**src/rtl/urrlr_pkg.sv**
```systemverilog
`timescale 1ns / 1ps
// ----------------------------------------------------------------------------
// urrlr_pkg
// Shared sizes, codes and controller/datapath command and status types of
// the receive ring line reader.
// ----------------------------------------------------------------------------
package urrlr_pkg;

  // Storage and field sizes
  localparam int BUFFER_DEPTH = 256;
  localparam int IDX_W        = $clog2(BUFFER_DEPTH);
  localparam int LINE_LIMIT   = 64;
  localparam int DATA_W       = 8;
  localparam int CNT_W        = 6;
  localparam int PEND_W       = 8;
  localparam int SIZE_CFG_W   = 9;
  localparam int LEN_CFG_W    = 7;
  localparam int CFG_W        = 9;
  localparam int CFG_IDX_W    = 2;

  // Configuration reset values
  localparam int SIZE_RESET  = 256;
  localparam int LEN_RESET   = 64;
  localparam int DELIM_RESET = 10;

  // Request codes
  typedef enum logic [1:0] {
    REQ_RECEIVE   = 2'd0,
    REQ_READ_BYTE = 2'd1,
    REQ_READ_LINE = 2'd2,
    REQ_QUERY     = 2'd3
  } req_t;

  // Configuration register indexes
  typedef enum logic [CFG_IDX_W-1:0] {
    REG_BUFFER_SIZE = 2'd0,
    REG_LINE_MAX    = 2'd1,
    REG_LINE_DELIM  = 2'd2
  } cfg_reg_t;

  // Memory read address source
  typedef enum logic [1:0] {
    ADDR_READ = 2'd0,
    ADDR_SCAN = 2'd1,
    ADDR_EMIT = 2'd2
  } addr_sel_t;

  // Kind of result loaded into the output register
  typedef enum logic [1:0] {
    RES_PLAIN      = 2'd0,
    RES_BYTE       = 2'd1,
    RES_LINE_EMPTY = 2'd2,
    RES_LINE_CHAR  = 2'd3
  } res_kind_t;

  typedef struct packed {
    logic      wr_byte;
    logic      mem_rd;
    addr_sel_t addr_sel;
    logic      pop;
    logic      scan_start;
    logic      scan_step;
    logic      line_commit;
    logic      emit_step;
    logic      out_load;
    res_kind_t res_kind;
  } urrlr_cmd_t;

  typedef struct packed {
    logic empty;
    logic scan_end;
    logic match;
    logic kept_zero;
    logic emit_last;
    logic out_free;
  } urrlr_sts_t;

endpackage

```
**src/rtl/urrlr_if.sv**
```systemverilog
`timescale 1ns / 1ps
// ----------------------------------------------------------------------------
// urrlr_in_if / urrlr_out_if
// Valid/ready channels: request transactions in, result transactions out.
// ----------------------------------------------------------------------------
interface urrlr_in_if
  import urrlr_pkg::*;
();
  logic              valid;
  logic              ready;
  logic [1:0]        req_type;
  logic [DATA_W-1:0] rx_data;

  modport source (output valid, output req_type, output rx_data, input ready);
  modport sink   (input valid, input req_type, input rx_data, output ready);
endinterface

interface urrlr_out_if
  import urrlr_pkg::*;
();
  logic              valid;
  logic              ready;
  logic [DATA_W-1:0] data_byte;
  logic              data_valid;
  logic              line_found;
  logic [CNT_W-1:0]  char_count;
  logic [PEND_W-1:0] pending_count;
  logic              last;

  modport source (output valid, output data_byte, output data_valid, output line_found,
                  output char_count, output pending_count, output last, input ready);
  modport sink   (input valid, input data_byte, input data_valid, input line_found,
                  input char_count, input pending_count, input last, output ready);
endinterface

```
**src/rtl/urrlr_dp.sv**
```systemverilog
`timescale 1ns / 1ps
// ----------------------------------------------------------------------------
// urrlr_dp
// Datapath: configuration registers, ring indices, byte memory, line scan
// pointers and counters, and the output register.
// ----------------------------------------------------------------------------
module urrlr_dp
  import urrlr_pkg::*;
(
  input  logic                 clk,
  input  logic                 rst_n,
  input  logic                 cfg_we,
  input  logic [CFG_IDX_W-1:0] cfg_idx,
  input  logic [CFG_W-1:0]     cfg_wdata,
  input  logic [DATA_W-1:0]    rx_data,
  input  urrlr_cmd_t           cmd,
  output urrlr_sts_t           sts,
  input  logic                 out_ready,
  output logic                 out_valid,
  output logic [DATA_W-1:0]    out_data_byte,
  output logic                 out_data_valid,
  output logic                 out_line_found,
  output logic [CNT_W-1:0]     out_char_count,
  output logic [PEND_W-1:0]    out_pending_count,
  output logic                 out_last
);

  localparam int SZ_W  = IDX_W + 1;
  localparam int CMP_W = (SZ_W > SIZE_CFG_W) ? SZ_W : SIZE_CFG_W;

  logic [SIZE_CFG_W-1:0] buffer_size_r;
  logic [LEN_CFG_W-1:0]  line_max_r;
  logic [DATA_W-1:0]     line_delim_r;

  logic [IDX_W-1:0]  wr_idx_r, rd_idx_r, scan_ptr_r, emit_ptr_r;
  logic [CNT_W-1:0]  kept_cnt_r, emit_idx_r;
  logic [DATA_W-1:0] rdata_r;
  logic [DATA_W-1:0] mem [BUFFER_DEPTH];

  logic              out_valid_r;
  logic [DATA_W-1:0] out_data_r;
  logic              out_dvalid_r, out_found_r, out_last_r;
  logic [CNT_W-1:0]  out_count_r;
  logic [PEND_W-1:0] out_pend_r;

  logic [CMP_W-1:0]     size_ext;
  logic [SZ_W-1:0]      size_use;
  logic [LEN_CFG_W-1:0] len_lim;
  logic [CNT_W-1:0]     cap;
  logic [SZ_W-1:0]      pend_raw;
  logic [PEND_W-1:0]    pend_now;
  logic [IDX_W-1:0]     rd_addr;
  logic                 out_free;

  // Step an index on, wrapping at the size in use
  function automatic logic [IDX_W-1:0] adv(input logic [IDX_W-1:0] idx,
                                           input logic [SZ_W-1:0]  size);
    logic [SZ_W-1:0] n;
    n = {1'b0, idx} + 1'b1;
    return (n >= size) ? '0 : n[IDX_W-1:0];
  endfunction

  // Clamp the size register into the range the memory supports
  always_comb begin
    size_ext = CMP_W'(buffer_size_r);
    if (size_ext < CMP_W'(2)) begin
      size_use = SZ_W'(2);
    end else if (size_ext > CMP_W'(BUFFER_DEPTH)) begin
      size_use = SZ_W'(BUFFER_DEPTH);
    end else begin
      size_use = SZ_W'(size_ext);
    end
  end

  // Line capacity: clamp to the limit, keep one fewer
  always_comb begin
    len_lim = (line_max_r > LEN_CFG_W'(LINE_LIMIT)) ? LEN_CFG_W'(LINE_LIMIT) : line_max_r;
    cap     = (len_lim == '0) ? '0 : CNT_W'(len_lim - 1'b1);
  end

  // Pending count from the current indices, saturated
  always_comb begin
    if (wr_idx_r >= rd_idx_r) begin
      pend_raw = SZ_W'(wr_idx_r - rd_idx_r);
    end else begin
      pend_raw = size_use - SZ_W'(rd_idx_r) + SZ_W'(wr_idx_r);
    end
    pend_now = (32'(pend_raw) > 255) ? {PEND_W{1'b1}} : PEND_W'(pend_raw);
  end

  // Configuration registers
  always_ff @(posedge clk) begin
    if (!rst_n) begin
      buffer_size_r <= SIZE_CFG_W'(SIZE_RESET);
      line_max_r    <= LEN_CFG_W'(LEN_RESET);
      line_delim_r  <= DATA_W'(DELIM_RESET);
    end else if (cfg_we) begin
      case (cfg_idx)
        REG_BUFFER_SIZE: buffer_size_r <= cfg_wdata[SIZE_CFG_W-1:0];
        REG_LINE_MAX:    line_max_r    <= cfg_wdata[LEN_CFG_W-1:0];
        REG_LINE_DELIM:  line_delim_r  <= cfg_wdata[DATA_W-1:0];
        default: ;
      endcase
    end
  end

  // Ring indices; a size write restarts both
  always_ff @(posedge clk) begin
    if (!rst_n) begin
      wr_idx_r <= '0;
      rd_idx_r <= '0;
    end else if (cfg_we && (cfg_idx == REG_BUFFER_SIZE)) begin
      wr_idx_r <= '0;
      rd_idx_r <= '0;
    end else begin
      if (cmd.wr_byte) begin
        wr_idx_r <= adv(wr_idx_r, size_use);
      end
      if (cmd.pop) begin
        rd_idx_r <= adv(rd_idx_r, size_use);
      end else if (cmd.line_commit) begin
        rd_idx_r <= adv(scan_ptr_r, size_use);
      end
    end
  end

  // Line scan and emit pointers and counters
  always_ff @(posedge clk) begin
    if (cmd.scan_start) begin
      scan_ptr_r <= rd_idx_r;
      emit_ptr_r <= rd_idx_r;
      kept_cnt_r <= '0;
      emit_idx_r <= '0;
    end else begin
      if (cmd.scan_step) begin
        scan_ptr_r <= adv(scan_ptr_r, size_use);
        if (kept_cnt_r < cap) begin
          kept_cnt_r <= kept_cnt_r + 1'b1;
        end
      end
      if (cmd.emit_step) begin
        emit_ptr_r <= adv(emit_ptr_r, size_use);
        emit_idx_r <= emit_idx_r + 1'b1;
      end
    end
  end

  // Byte memory: one write port, one registered read port
  always_comb begin
    case (cmd.addr_sel)
      ADDR_READ: rd_addr = rd_idx_r;
      ADDR_SCAN: rd_addr = scan_ptr_r;
      ADDR_EMIT: rd_addr = emit_ptr_r;
      default:   rd_addr = rd_idx_r;
    endcase
  end

  always_ff @(posedge clk) begin
    if (cmd.wr_byte) begin
      mem[wr_idx_r] <= rx_data;
    end
  end

  always_ff @(posedge clk) begin
    if (cmd.mem_rd) begin
      rdata_r <= mem[rd_addr];
    end
  end

  // Output register valid flag
  assign out_free = !out_valid_r || out_ready;

  always_ff @(posedge clk) begin
    if (!rst_n) begin
      out_valid_r <= 1'b0;
    end else if (cmd.out_load) begin
      out_valid_r <= 1'b1;
    end else if (out_ready) begin
      out_valid_r <= 1'b0;
    end
  end

  // Output payload, shaped by result kind
  always_ff @(posedge clk) begin
    if (cmd.out_load) begin
      out_pend_r <= pend_now;
      case (cmd.res_kind)
        RES_PLAIN: begin
          out_data_r   <= '0;
          out_dvalid_r <= 1'b0;
          out_found_r  <= 1'b0;
          out_count_r  <= '0;
          out_last_r   <= 1'b1;
        end
        RES_BYTE: begin
          out_data_r   <= rdata_r;
          out_dvalid_r <= 1'b1;
          out_found_r  <= 1'b0;
          out_count_r  <= '0;
          out_last_r   <= 1'b1;
        end
        RES_LINE_EMPTY: begin
          out_data_r   <= '0;
          out_dvalid_r <= 1'b0;
          out_found_r  <= 1'b1;
          out_count_r  <= '0;
          out_last_r   <= 1'b1;
        end
        RES_LINE_CHAR: begin
          out_data_r   <= rdata_r;
          out_dvalid_r <= 1'b1;
          out_found_r  <= 1'b1;
          out_count_r  <= kept_cnt_r;
          out_last_r   <= sts.emit_last;
        end
        default: begin
          out_data_r   <= '0;
          out_dvalid_r <= 1'b0;
          out_found_r  <= 1'b0;
          out_count_r  <= '0;
          out_last_r   <= 1'b1;
        end
      endcase
    end
  end

  // Status to the controller
  always_comb begin
    sts.empty     = (rd_idx_r == wr_idx_r);
    sts.scan_end  = (scan_ptr_r == wr_idx_r);
    sts.match     = (rdata_r == line_delim_r);
    sts.kept_zero = (kept_cnt_r == '0);
    sts.emit_last = (emit_idx_r == (kept_cnt_r - 1'b1));
    sts.out_free  = out_free;
  end

  assign out_valid         = out_valid_r;
  assign out_data_byte     = out_data_r;
  assign out_data_valid    = out_dvalid_r;
  assign out_line_found    = out_found_r;
  assign out_char_count    = out_count_r;
  assign out_pending_count = out_pend_r;
  assign out_last          = out_last_r;

endmodule

```
**src/rtl/urrlr_ctrl.sv**
```systemverilog
`timescale 1ns / 1ps
// ----------------------------------------------------------------------------
// urrlr_ctrl
// Controller: takes one request, sequences memory reads, the delimiter scan
// and the line emission, and loads each result into the output register.
// ----------------------------------------------------------------------------
module urrlr_ctrl
  import urrlr_pkg::*;
(
  input  logic       clk,
  input  logic       rst_n,
  input  logic       in_valid,
  input  logic [1:0] in_req_type,
  output logic       in_ready,
  input  urrlr_sts_t sts,
  output urrlr_cmd_t cmd
);

  typedef enum logic [8:0] {
    S_IDLE      = 9'b000000001,
    S_RESP      = 9'b000000010,
    S_BYTE_DATA = 9'b000000100,
    S_BYTE_OUT  = 9'b000001000,
    S_SCAN_ADDR = 9'b000010000,
    S_SCAN_CMP  = 9'b000100000,
    S_LINE_CHK  = 9'b001000000,
    S_EMIT_ADDR = 9'b010000000,
    S_EMIT_DATA = 9'b100000000
  } state_t;

  state_t state_r, state_nxt;
  logic   accept;

  assign in_ready = (state_r == S_IDLE);
  assign accept   = in_valid && in_ready;

  // Next state and commands
  always_comb begin
    state_nxt = state_r;
    cmd       = '0;
    case (state_r)
      S_IDLE: begin
        if (accept) begin
          case (req_t'(in_req_type))
            REQ_RECEIVE: begin
              cmd.wr_byte = 1'b1;
              state_nxt   = S_RESP;
            end
            REQ_READ_BYTE: begin
              if (sts.empty) begin
                state_nxt = S_RESP;
              end else begin
                cmd.mem_rd   = 1'b1;
                cmd.addr_sel = ADDR_READ;
                state_nxt    = S_BYTE_DATA;
              end
            end
            REQ_READ_LINE: begin
              cmd.scan_start = 1'b1;
              state_nxt      = S_SCAN_ADDR;
            end
            default: state_nxt = S_RESP;
          endcase
        end
      end
      S_RESP: begin
        if (sts.out_free) begin
          cmd.out_load = 1'b1;
          cmd.res_kind = RES_PLAIN;
          state_nxt    = S_IDLE;
        end
      end
      S_BYTE_DATA: begin
        cmd.pop   = 1'b1;
        state_nxt = S_BYTE_OUT;
      end
      S_BYTE_OUT: begin
        if (sts.out_free) begin
          cmd.out_load = 1'b1;
          cmd.res_kind = RES_BYTE;
          state_nxt    = S_IDLE;
        end
      end
      S_SCAN_ADDR: begin
        // No delimiter before the write index: nothing consumed
        if (sts.scan_end) begin
          state_nxt = S_RESP;
        end else begin
          cmd.mem_rd   = 1'b1;
          cmd.addr_sel = ADDR_SCAN;
          state_nxt    = S_SCAN_CMP;
        end
      end
      S_SCAN_CMP: begin
        if (sts.match) begin
          cmd.line_commit = 1'b1;
          state_nxt       = S_LINE_CHK;
        end else begin
          cmd.scan_step = 1'b1;
          state_nxt     = S_SCAN_ADDR;
        end
      end
      S_LINE_CHK: begin
        if (!sts.kept_zero) begin
          state_nxt = S_EMIT_ADDR;
        end else if (sts.out_free) begin
          cmd.out_load = 1'b1;
          cmd.res_kind = RES_LINE_EMPTY;
          state_nxt    = S_IDLE;
        end
      end
      S_EMIT_ADDR: begin
        cmd.mem_rd   = 1'b1;
        cmd.addr_sel = ADDR_EMIT;
        state_nxt    = S_EMIT_DATA;
      end
      S_EMIT_DATA: begin
        // Hold the read byte until the output register frees
        if (sts.out_free) begin
          cmd.out_load  = 1'b1;
          cmd.res_kind  = RES_LINE_CHAR;
          cmd.emit_step = 1'b1;
          state_nxt     = sts.emit_last ? S_IDLE : S_EMIT_ADDR;
        end
      end
      default: state_nxt = S_IDLE;
    endcase
  end

  always_ff @(posedge clk) begin
    if (!rst_n) begin
      state_r <= S_IDLE;
    end else begin
      state_r <= state_nxt;
    end
  end

endmodule

```
**src/rtl/uart_rx_ring_line_reader_unit.sv**
```systemverilog
`timescale 1ns / 1ps
// ----------------------------------------------------------------------------
// uart_rx_ring_line_reader_unit
// Circular receive buffer with byte pop, line read and pending query.
// ----------------------------------------------------------------------------
//  Channel  | Direction | Handshake         | Carries
//  in_ch    | in        | valid/ready       | req_type, rx_data
//  out_ch   | out       | valid/ready       | data_byte .. last, one per result
//  cfg_*    | in        | write enable only | buffer_size, line_max_len, delimiter
//
//  Receive and query load one plain result; read byte reads the memory, pops
//  and loads the byte (a plain result when the ring is empty); a line read
//  scans each byte, the delimiter included, through the single registered
//  read port of the byte memory, then reads and emits each kept character,
//  or loads a plain result when no delimiter is waiting.
//  Reset is synchronous and active low; it clears ring indices, configuration and
//  the controller, and leaves the memory contents undefined.
//  A stalled result holds the output register and adds its stall cycles; a
//  new request is taken once the previous one has loaded its last result.
// ----------------------------------------------------------------------------
module uart_rx_ring_line_reader_unit
  import urrlr_pkg::*;
(
  input  logic                 clk,
  input  logic                 rst_n,
  urrlr_in_if.sink             in_ch,
  urrlr_out_if.source          out_ch,
  input  logic                 cfg_we,
  input  logic [CFG_IDX_W-1:0] cfg_idx,
  input  logic [CFG_W-1:0]     cfg_wdata
);

  urrlr_cmd_t cmd;
  urrlr_sts_t sts;

  // Sequence requests
  urrlr_ctrl u_ctrl (
    .clk         (clk),
    .rst_n       (rst_n),
    .in_valid    (in_ch.valid),
    .in_req_type (in_ch.req_type),
    .in_ready    (in_ch.ready),
    .sts         (sts),
    .cmd         (cmd)
  );

  // Store bytes and build results
  urrlr_dp u_dp (
    .clk               (clk),
    .rst_n             (rst_n),
    .cfg_we            (cfg_we),
    .cfg_idx           (cfg_idx),
    .cfg_wdata         (cfg_wdata),
    .rx_data           (in_ch.rx_data),
    .cmd               (cmd),
    .sts               (sts),
    .out_ready         (out_ch.ready),
    .out_valid         (out_ch.valid),
    .out_data_byte     (out_ch.data_byte),
    .out_data_valid    (out_ch.data_valid),
    .out_line_found    (out_ch.line_found),
    .out_char_count    (out_ch.char_count),
    .out_pending_count (out_ch.pending_count),
    .out_last          (out_ch.last)
  );

endmodule
```
**src/flat_wrapper.sv**
```systemverilog
// flat-port wrapper written by rule: the top's interface ports become plain ports
module uart_rx_ring_line_reader_unit_flat import urrlr_pkg::*;
  (clk, rst_n, cfg_we, cfg_idx, cfg_wdata, in_ch_valid, in_ch_req_type, in_ch_rx_data, in_ch_ready, out_ch_valid, out_ch_data_byte, out_ch_data_valid, out_ch_line_found, out_ch_char_count, out_ch_pending_count, out_ch_last, out_ch_ready);
  urrlr_in_if in_ch_i ();
  urrlr_out_if out_ch_i ();
  input  logic clk;
  input  logic rst_n;
  input  logic cfg_we;
  input  logic [CFG_IDX_W-1:0] cfg_idx;
  input  logic [CFG_W-1:0] cfg_wdata;
  input wire logic [$bits(in_ch_i.valid)-1:0] in_ch_valid;
  input wire logic [$bits(in_ch_i.req_type)-1:0] in_ch_req_type;
  input wire logic [$bits(in_ch_i.rx_data)-1:0] in_ch_rx_data;
  output wire logic [$bits(in_ch_i.ready)-1:0] in_ch_ready;
  output wire logic [$bits(out_ch_i.valid)-1:0] out_ch_valid;
  output wire logic [$bits(out_ch_i.data_byte)-1:0] out_ch_data_byte;
  output wire logic [$bits(out_ch_i.data_valid)-1:0] out_ch_data_valid;
  output wire logic [$bits(out_ch_i.line_found)-1:0] out_ch_line_found;
  output wire logic [$bits(out_ch_i.char_count)-1:0] out_ch_char_count;
  output wire logic [$bits(out_ch_i.pending_count)-1:0] out_ch_pending_count;
  output wire logic [$bits(out_ch_i.last)-1:0] out_ch_last;
  input wire logic [$bits(out_ch_i.ready)-1:0] out_ch_ready;
  assign in_ch_i.valid = in_ch_valid;
  assign in_ch_i.req_type = in_ch_req_type;
  assign in_ch_i.rx_data = in_ch_rx_data;
  assign in_ch_ready = in_ch_i.ready;
  assign out_ch_valid = out_ch_i.valid;
  assign out_ch_data_byte = out_ch_i.data_byte;
  assign out_ch_data_valid = out_ch_i.data_valid;
  assign out_ch_line_found = out_ch_i.line_found;
  assign out_ch_char_count = out_ch_i.char_count;
  assign out_ch_pending_count = out_ch_i.pending_count;
  assign out_ch_last = out_ch_i.last;
  assign out_ch_i.ready = out_ch_ready;
  uart_rx_ring_line_reader_unit u_core (.clk(clk), .rst_n(rst_n), .in_ch(in_ch_i), .out_ch(out_ch_i), .cfg_we(cfg_we), .cfg_idx(cfg_idx), .cfg_wdata(cfg_wdata));
endmodule
```
**config.mk**
```make
export PLATFORM = sky130hd
export DESIGN_NAME = uart_rx_ring_line_reader_unit_flat
export DESIGN_NICKNAME = d
export VERILOG_FILES = /design/src/rtl/urrlr_pkg.sv /design/src/rtl/urrlr_if.sv /design/src/rtl/urrlr_dp.sv /design/src/rtl/urrlr_ctrl.sv /design/src/rtl/uart_rx_ring_line_reader_unit.sv /design/src/flat_wrapper.sv
export SDC_FILE = /design/constraint.sdc
export NUM_CORES = 2
export LEC_CHECK = 0
export BUFFER_PORTS_ARGS = -buffer_cell sky130_fd_sc_hd__buf_4
export CORE_AREA = 2 2 499 501
export CTS_BUF_LIST = sky130_fd_sc_hd__clkbuf_8
export CTS_CLUSTER_DIAMETER = 150
export DETAILED_ROUTE_END_ITERATION = 7
export DIE_AREA = 0 0 501 503
export SYNTH_ARGS = -nofsm -noshare
export SYNTH_HDL_FRONTEND = slang
export SYNTH_SLANG_ARGS = --single-unit
```
**constraint.sdc**
```tcl
create_clock -name clk -period 5.18 [get_ports clk]
set_input_delay 0.777 -clock clk [delete_from_list [all_inputs] [get_ports clk]]
set_output_delay 0.777 -clock clk [all_outputs]
set_load 0.01 [all_outputs]
```
Word-level counts from Yosys, hierarchy flattened
Memory sizes are Yosys's and may differ from the RTL's. A register that Yosys moved wholly into a read port is not among the register bits. Index checks and enable logic that the tools add are counted.

Bits in writable memories: 2048. Memories: 1. Word-level logic and storage cells: 145. Input port bits: 26. Output and inout bits: 27. Bits in registers: 103.

Reduce and logical (&&, ||, !) cells: 25. Equal/unequal tests: 24. Add/subtract/negate cells: 11. Multiplexer cells: 56. Bitwise gates (word level): 1. Magnitude comparators: 10.

Memory list: u_core.u_dp.mem (words 256, width 8, rd ports 1, clocked after memory_dff 1, write ports 1, RTL line urrlr_dp.sv:38) `logic [DATA_W-1:0] mem [BUFFER_DEPTH];`.

Operators by type and width (count): 2-to-1 mux 8 bit (11); case mux 9 bit (8 select lines) (1); 2-to-1 mux 9 bit (7); adder 8 x 1 -> 9 bit, second input constant (4); >= comparator 9 bit (4); case mux 8 bit (2 select lines) (2); equality test 8 bit (3); 2-to-1 mux 3 bit (8); case mux 9 bit (2 select lines) (1); 2-to-1 mux 7 bit (2); 2-to-1 mux 1 bit (13); adder 6 x 1 -> 6 bit, second input constant (2); 2-to-1 mux 6 bit (2); case mux 3 bit (4 select lines) (1); case mux 6 bit (2 select lines) (1); OR reduction 2 bit (6); subtractor 6 x 1 -> 6 bit, second input constant (2); equality test 2 bit, second input constant (5); AND reduction 2 bit (5); adder 9 x 8 -> 9 bit (1); equality test 9 x 1 -> 1 bit, second input constant (1); equality test 9 x 2 -> 1 bit, second input constant (1); equality test 9 x 3 -> 1 bit, second input constant (1); equality test 9 x 4 -> 1 bit, second input constant (1); 30 further kinds (42).

Logic depth before layout (Yosys ltp)
Depth in word-level cells: 8. Depth in mapped cells: 22. Mapped depth without buffers: 16.

Cells and area by module
Synthesis repeated with hierarchy kept, for this count alone.

Cell total of the unflattened synthesis: 5667. Area total of the unflattened synthesis: 88518.6 sq um.

Modules (own cells, without submodules): urrlr_dp (area an instance 87759.2 sq um, instances 1, seq. area each 64031.4 sq um, cells an instance 5572); urrlr_ctrl (area an instance 759.5 sq um, instances 1, seq. area each 180.2 sq um, cells an instance 95).

Worst setup path before layout
Ideal clock, no wire load.

Path kind: flip-flop to flip-flop. Start: reg u_core.u_ctrl.state_r[0]. End: reg u_core.u_dp.rdata_r[4] (read register of u_core.u_dp.mem) (data pin). Arrival: 4012 ps. Path slack: 912 ps. Stages on the path, launching flop included: 17. Buffers on the path: 3. Path through: dfxtp_1 -> or4_1 -> or3_1 -> nor2_1 -> inv_1 -> ha_1 -> buf_6 -> a221o_1 -> nand2_4 -> buf_8 -> buf_12 -> mux4_2 -> a2111oi_0 -> nor3_1 -> nor3_1 -> nand3_1 -> and4_1.

Longest elaborated chain between the ends: 6.

RTL lines: start, declared (RTL line urrlr_ctrl.sv:31) `state_t state_r, state_nxt;`; start signal, assigned (RTL line urrlr_ctrl.sv:134) `state_r <= state_nxt;`; equality test 9 x 1 -> 1 bit (RTL line urrlr_ctrl.sv:34, urrlr_ctrl.sv:41); logical AND 1 bit (RTL line urrlr_ctrl.sv:35) `assign accept = in_valid && in_ready;`; 2-to-1 mux 4 bit (RTL line urrlr_ctrl.sv:43) `if (accept) begin`; case mux 3 bit (3 select lines) * (RTL line urrlr_ctrl.sv:41) `case (state_r)`; equality test 2 bit or equality test 2 x 1 -> 1 bit (tied branches) (RTL line urrlr_dp.sv:150) `case (cmd.addr_sel)`; case mux 8 bit (2 select lines) (RTL line urrlr_dp.sv:150); end, declared (RTL line urrlr_dp.sv:37) `logic [DATA_W-1:0] rdata_r;`.

Every way passes the cells marked *; elsewhere a longest branch is shown, timed or not. A chain may end at the register's enable or synchronous reset.

Worst setup path after layout
Start: reg u_core.u_ctrl.state_r[2]. End: reg u_core.u_dp.rdata_r[1] (read register of u_core.u_dp.mem) (data pin).

Same word-level chain as after synthesis.

==> qor.txt <==
CTS tree - yes
area of the multi-input gates - 22440 um^2
critical path's slowest cell - a2111oi_1
max cap viols - 0
die height - 503 um
post-synthesis cell type count - 85
final worst path period share - 98.75%
Buffers on Ports - 52
wirelength, routed - 272300 um
net count after synthesis - 5891
LEAKAGE - 35.68 nW
status - completed
Die Wd - 501 um
Core Util, Final - 41.66%
syn_area_per_cell - 15.29 um^2
DRT iter0 DRCs - 7277
WL/cell - 27.52 um
worst skew pair latency - 1090 ps
via count - 55.68k
Clock Skew - 93.81 ps
Top Ports - 53
antenna-violating nets left - 0
DR pass1 iterations - 8
Least-Margin Pin Slew - 1332 ps
hold slack - 180.9 ps
register-to-register setup slack - 60 ps
YS warnings - 0
min cycle time layout - 5115 ps
DIE AREA - 252000 um^2
HP Class - primary input to register
Layout Nets - 6508
Max transition margin - 10.41%
Vias/cell - 5.626
CP Launch Type - register
initial core utilization - 35.78%
Clock Tree Buf Depth - 4
Overflow after GRT - 0
placed instance area - 95900 um^2
register area share after synthesis - 72.64%
FILL cells - 22.15k
pre-CTS setup slack - -584.0 ps
row count - 183
cells along the critical path - or4_1 -> or3_1 -> nor2_1 -> buf_4 -> ha_2 -> nor2b_1 -> nor2_4 -> buf_12 -> buf_12 -> buf_4 -> mux4_2 -> a2111oi_1 -> o21ai_0 -> and4_1
Storage cell area - 64210 um^2
maximum VDD drop - 0.2837 mV
Design Area, Final - 102900 um^2
final setup vio count - 0
most common cell after layout, fill and taps aside - edfxtp_1
Setup crit end kind - register
Post-synth EDFFs - 2097
H-tree depth - 5
arrival time worst endpoint - 5890 ps
Slew Limit Fails - 0
Clock Sinks - 2159
Final HPWL DP - 169800 um
most frequent cells in the layout - 2097 x edfxtp_1, 943 x nand2_1, 494 x buf_4
largest net degree at the start of global routing - 125
Num CTS Buffers - 359
DRC - 0
CP top delay family - simple AND/OR/NAND/NOR gates
Final WS setup - 64.52 ps
clock transition at the registers of the reported paths - 60 ps
gpl congestion - 0.9068
Crit Path Class - register to register
Pwr Total - 34.45 mW
FFs w/ async S/R, synth - 0%
pwr dens - 334.7 nW/um^2
Crit path largest cell delay - 810 ps
RSZ-0062 raised after global routing - yes
Core Area - 247100 um^2
All-Layer GR Usage - 21.12%
vias in the first global route - 54.49k
ys flop type - edfxtp_1
f_max - 0.1955 GHz
root buffer cell - clkbuf_8
critical-path maximum fanout - 40
Critical Path RT - 5960 ps
fraction of layout cells with a size suffix above 1 - 19.81%
Worst Path Buf+Inv - 4
initial antenna violation count - 14
Final Hold Fails - 0
first-pass GRT wire length - 387700 um
Synth Instances - 5780
Seq cells post-synth - 2159
Post-Syn Area - 88390 um^2
area grow syn2layout - 16.43%
-- synthesized netlist by cell type, types with 10 or more instances --
cell type / instances / area (um^2)
a2111oi_0: 22 / 192.7
a211oi_1: 50 / 375.4
a21o_1: 17 / 127.6
a21oi_1: 266 / 1331
a221oi_1: 13 / 113.9
a22oi_1: 29 / 217.7
a311oi_1: 31 / 271.5
a31oi_1: 64 / 400.4
a32oi_1: 11 / 96.34
and2_1: 24 / 150.1
and3_1: 63 / 394.1
buf_1: 37 / 138.9
buf_2: 80 / 400.4
buf_4: 40 / 300.3
buf_6: 23 / 259.0
clkbuf_1: 146 / 548.0
dfxtp_1: 62 / 1241
edfxtp_1: 2097 / 62970
ha_1: 76 / 950.9
inv_1: 68 / 255.2
mux2i_1: 178 / 1782
mux4_1: 10 / 262.8
mux4_2: 223 / 5022
nand2_1: 953 / 3577
nand2b_1: 14 / 87.58
nand3_1: 217 / 1086
nand4_1: 27 / 168.9
nor2_1: 352 / 1321
nor2b_1: 36 / 225.2
nor3_1: 79 / 395.4
nor4_1: 38 / 237.7
o21ai_0: 89 / 445.4
o221ai_1: 47 / 411.6
o22ai_1: 50 / 312.8
or3_1: 10 / 62.56
xnor2_1: 42 / 367.9
xor2_1: 31 / 271.5
-- area by class of cell --
type	instances	area share [%]
clock buffers	368	4.921
repair buffers	593	5.398
clock inverters	253	1.291
multi-input cells	3215	21.80
well taps	3237	3.935
flip-flops and latches	2159	62.39
diodes	3	0.007295
inverters	69	0.2517
-- kinds of logic after synthesis --
family,Yosys count,synth area share (%)
flip-flops,2159,72.64
multiplexers,417,8.071
AO/OA/AOI/OAI,789,5.845
AND/OR/NAND/NOR,1851,9.056
XOR/XNOR,73,0.7233
buffers and inverters,406,2.382
adder cells (fa/ha/maj),85,1.280
-- per-layer routing --
layer	vias to the layer above	part of all wire [%]	GRT usage, %
met5	-	0.0026	0
li1	23535	-	-
met2	3303	45	32.43
met4	2	3.9	7.940
met1	28292	40	29.06
met3	551	11	5.114
-- what timing repair did --
| action | CTS | global route |
|---|---|---|
| pin swaps | 3 | 7 |
| gates resized for setup | 28 | 47 |
| endpoints found under the hold margin | 24 | 0 |
| gates cloned | 3 | 2 |
| endpoints found under the setup margin | 6 | 7 |
| setup buffers | 2 | 1 |
| hold buffers | 12 | 0 |
-- worst register-to-register path, cell delays in order, from the launching register on --
cell	delay, ps
dfxtp_1	310
or4_1	530
or3_1	420
nor2_1	150
buf_4	140
ha_2	340
nor2b_1	240
nor2_4	290
buf_12	200
buf_12	270
buf_4	380
mux4_2	390
a2111oi_1	810
o21ai_0	160
and4_1	190
-- power by group --
| group | internal, mW | leakage [nW] | switching (mW) |
|---|---|---|---|
| sequential | 19.2 | 19.3 | 0.0318 |
| combinational | 0.429 | 12.7 | 0.889 |
| clock | 7.11 | 3.67 | 6.79 |
-- through the flow --
step / cells / setup TNS (ps)
finish: 9897 / 0
global placement: 9253 / -697.1
CTS: 9891 / 0
floorplan: 5780 / 0
detailed placement: 9253 / -758.1
global route: 9895 / -19.12
-- state kept, by name, indices dropped and copies added (netlist names) --
signal and count:
u_core.u_dp.wr_idx_r 8, u_core.u_dp.scan_ptr_r 8, u_core.u_dp.rd_idx_r 8, u_core.u_dp.out_valid 1
u_core.u_dp.out_char_count 6, u_core.u_dp.emit_ptr_r 8, u_core.u_dp.out_last 1, u_core.u_dp.mem 2048
u_core.u_dp.line_delim_r 8, u_core.u_dp.out_data_valid 1, u_core.u_dp.out_pending_count 8, u_core.u_dp.buffer_size_r 9
u_core.u_ctrl.state_r 9, u_core.u_dp.out_line_found 1, u_core.u_dp.emit_idx_r 6, u_core.u_dp.line_max_r 7
u_core.u_dp.out_data_byte 8, u_core.u_dp.rdata_r 8, u_core.u_dp.kept_cnt_r 6
-- path summary, 6_finish.rpt --
check | start | end | cells past startpoint
min | in_ch_req_type[1] | u_core.u_ctrl.state_r[2] | 4
max | u_core.u_ctrl.state_r[2] | u_core.u_dp.rdata_r[1] | 14
min reg2reg | u_core.u_dp.line_delim_r[1] | u_core.u_dp.line_delim_r[1] | 2
max reg2reg | u_core.u_ctrl.state_r[2] | u_core.u_dp.rdata_r[1] | 14
No activity file was read; power rests on OpenSTA's default activity.
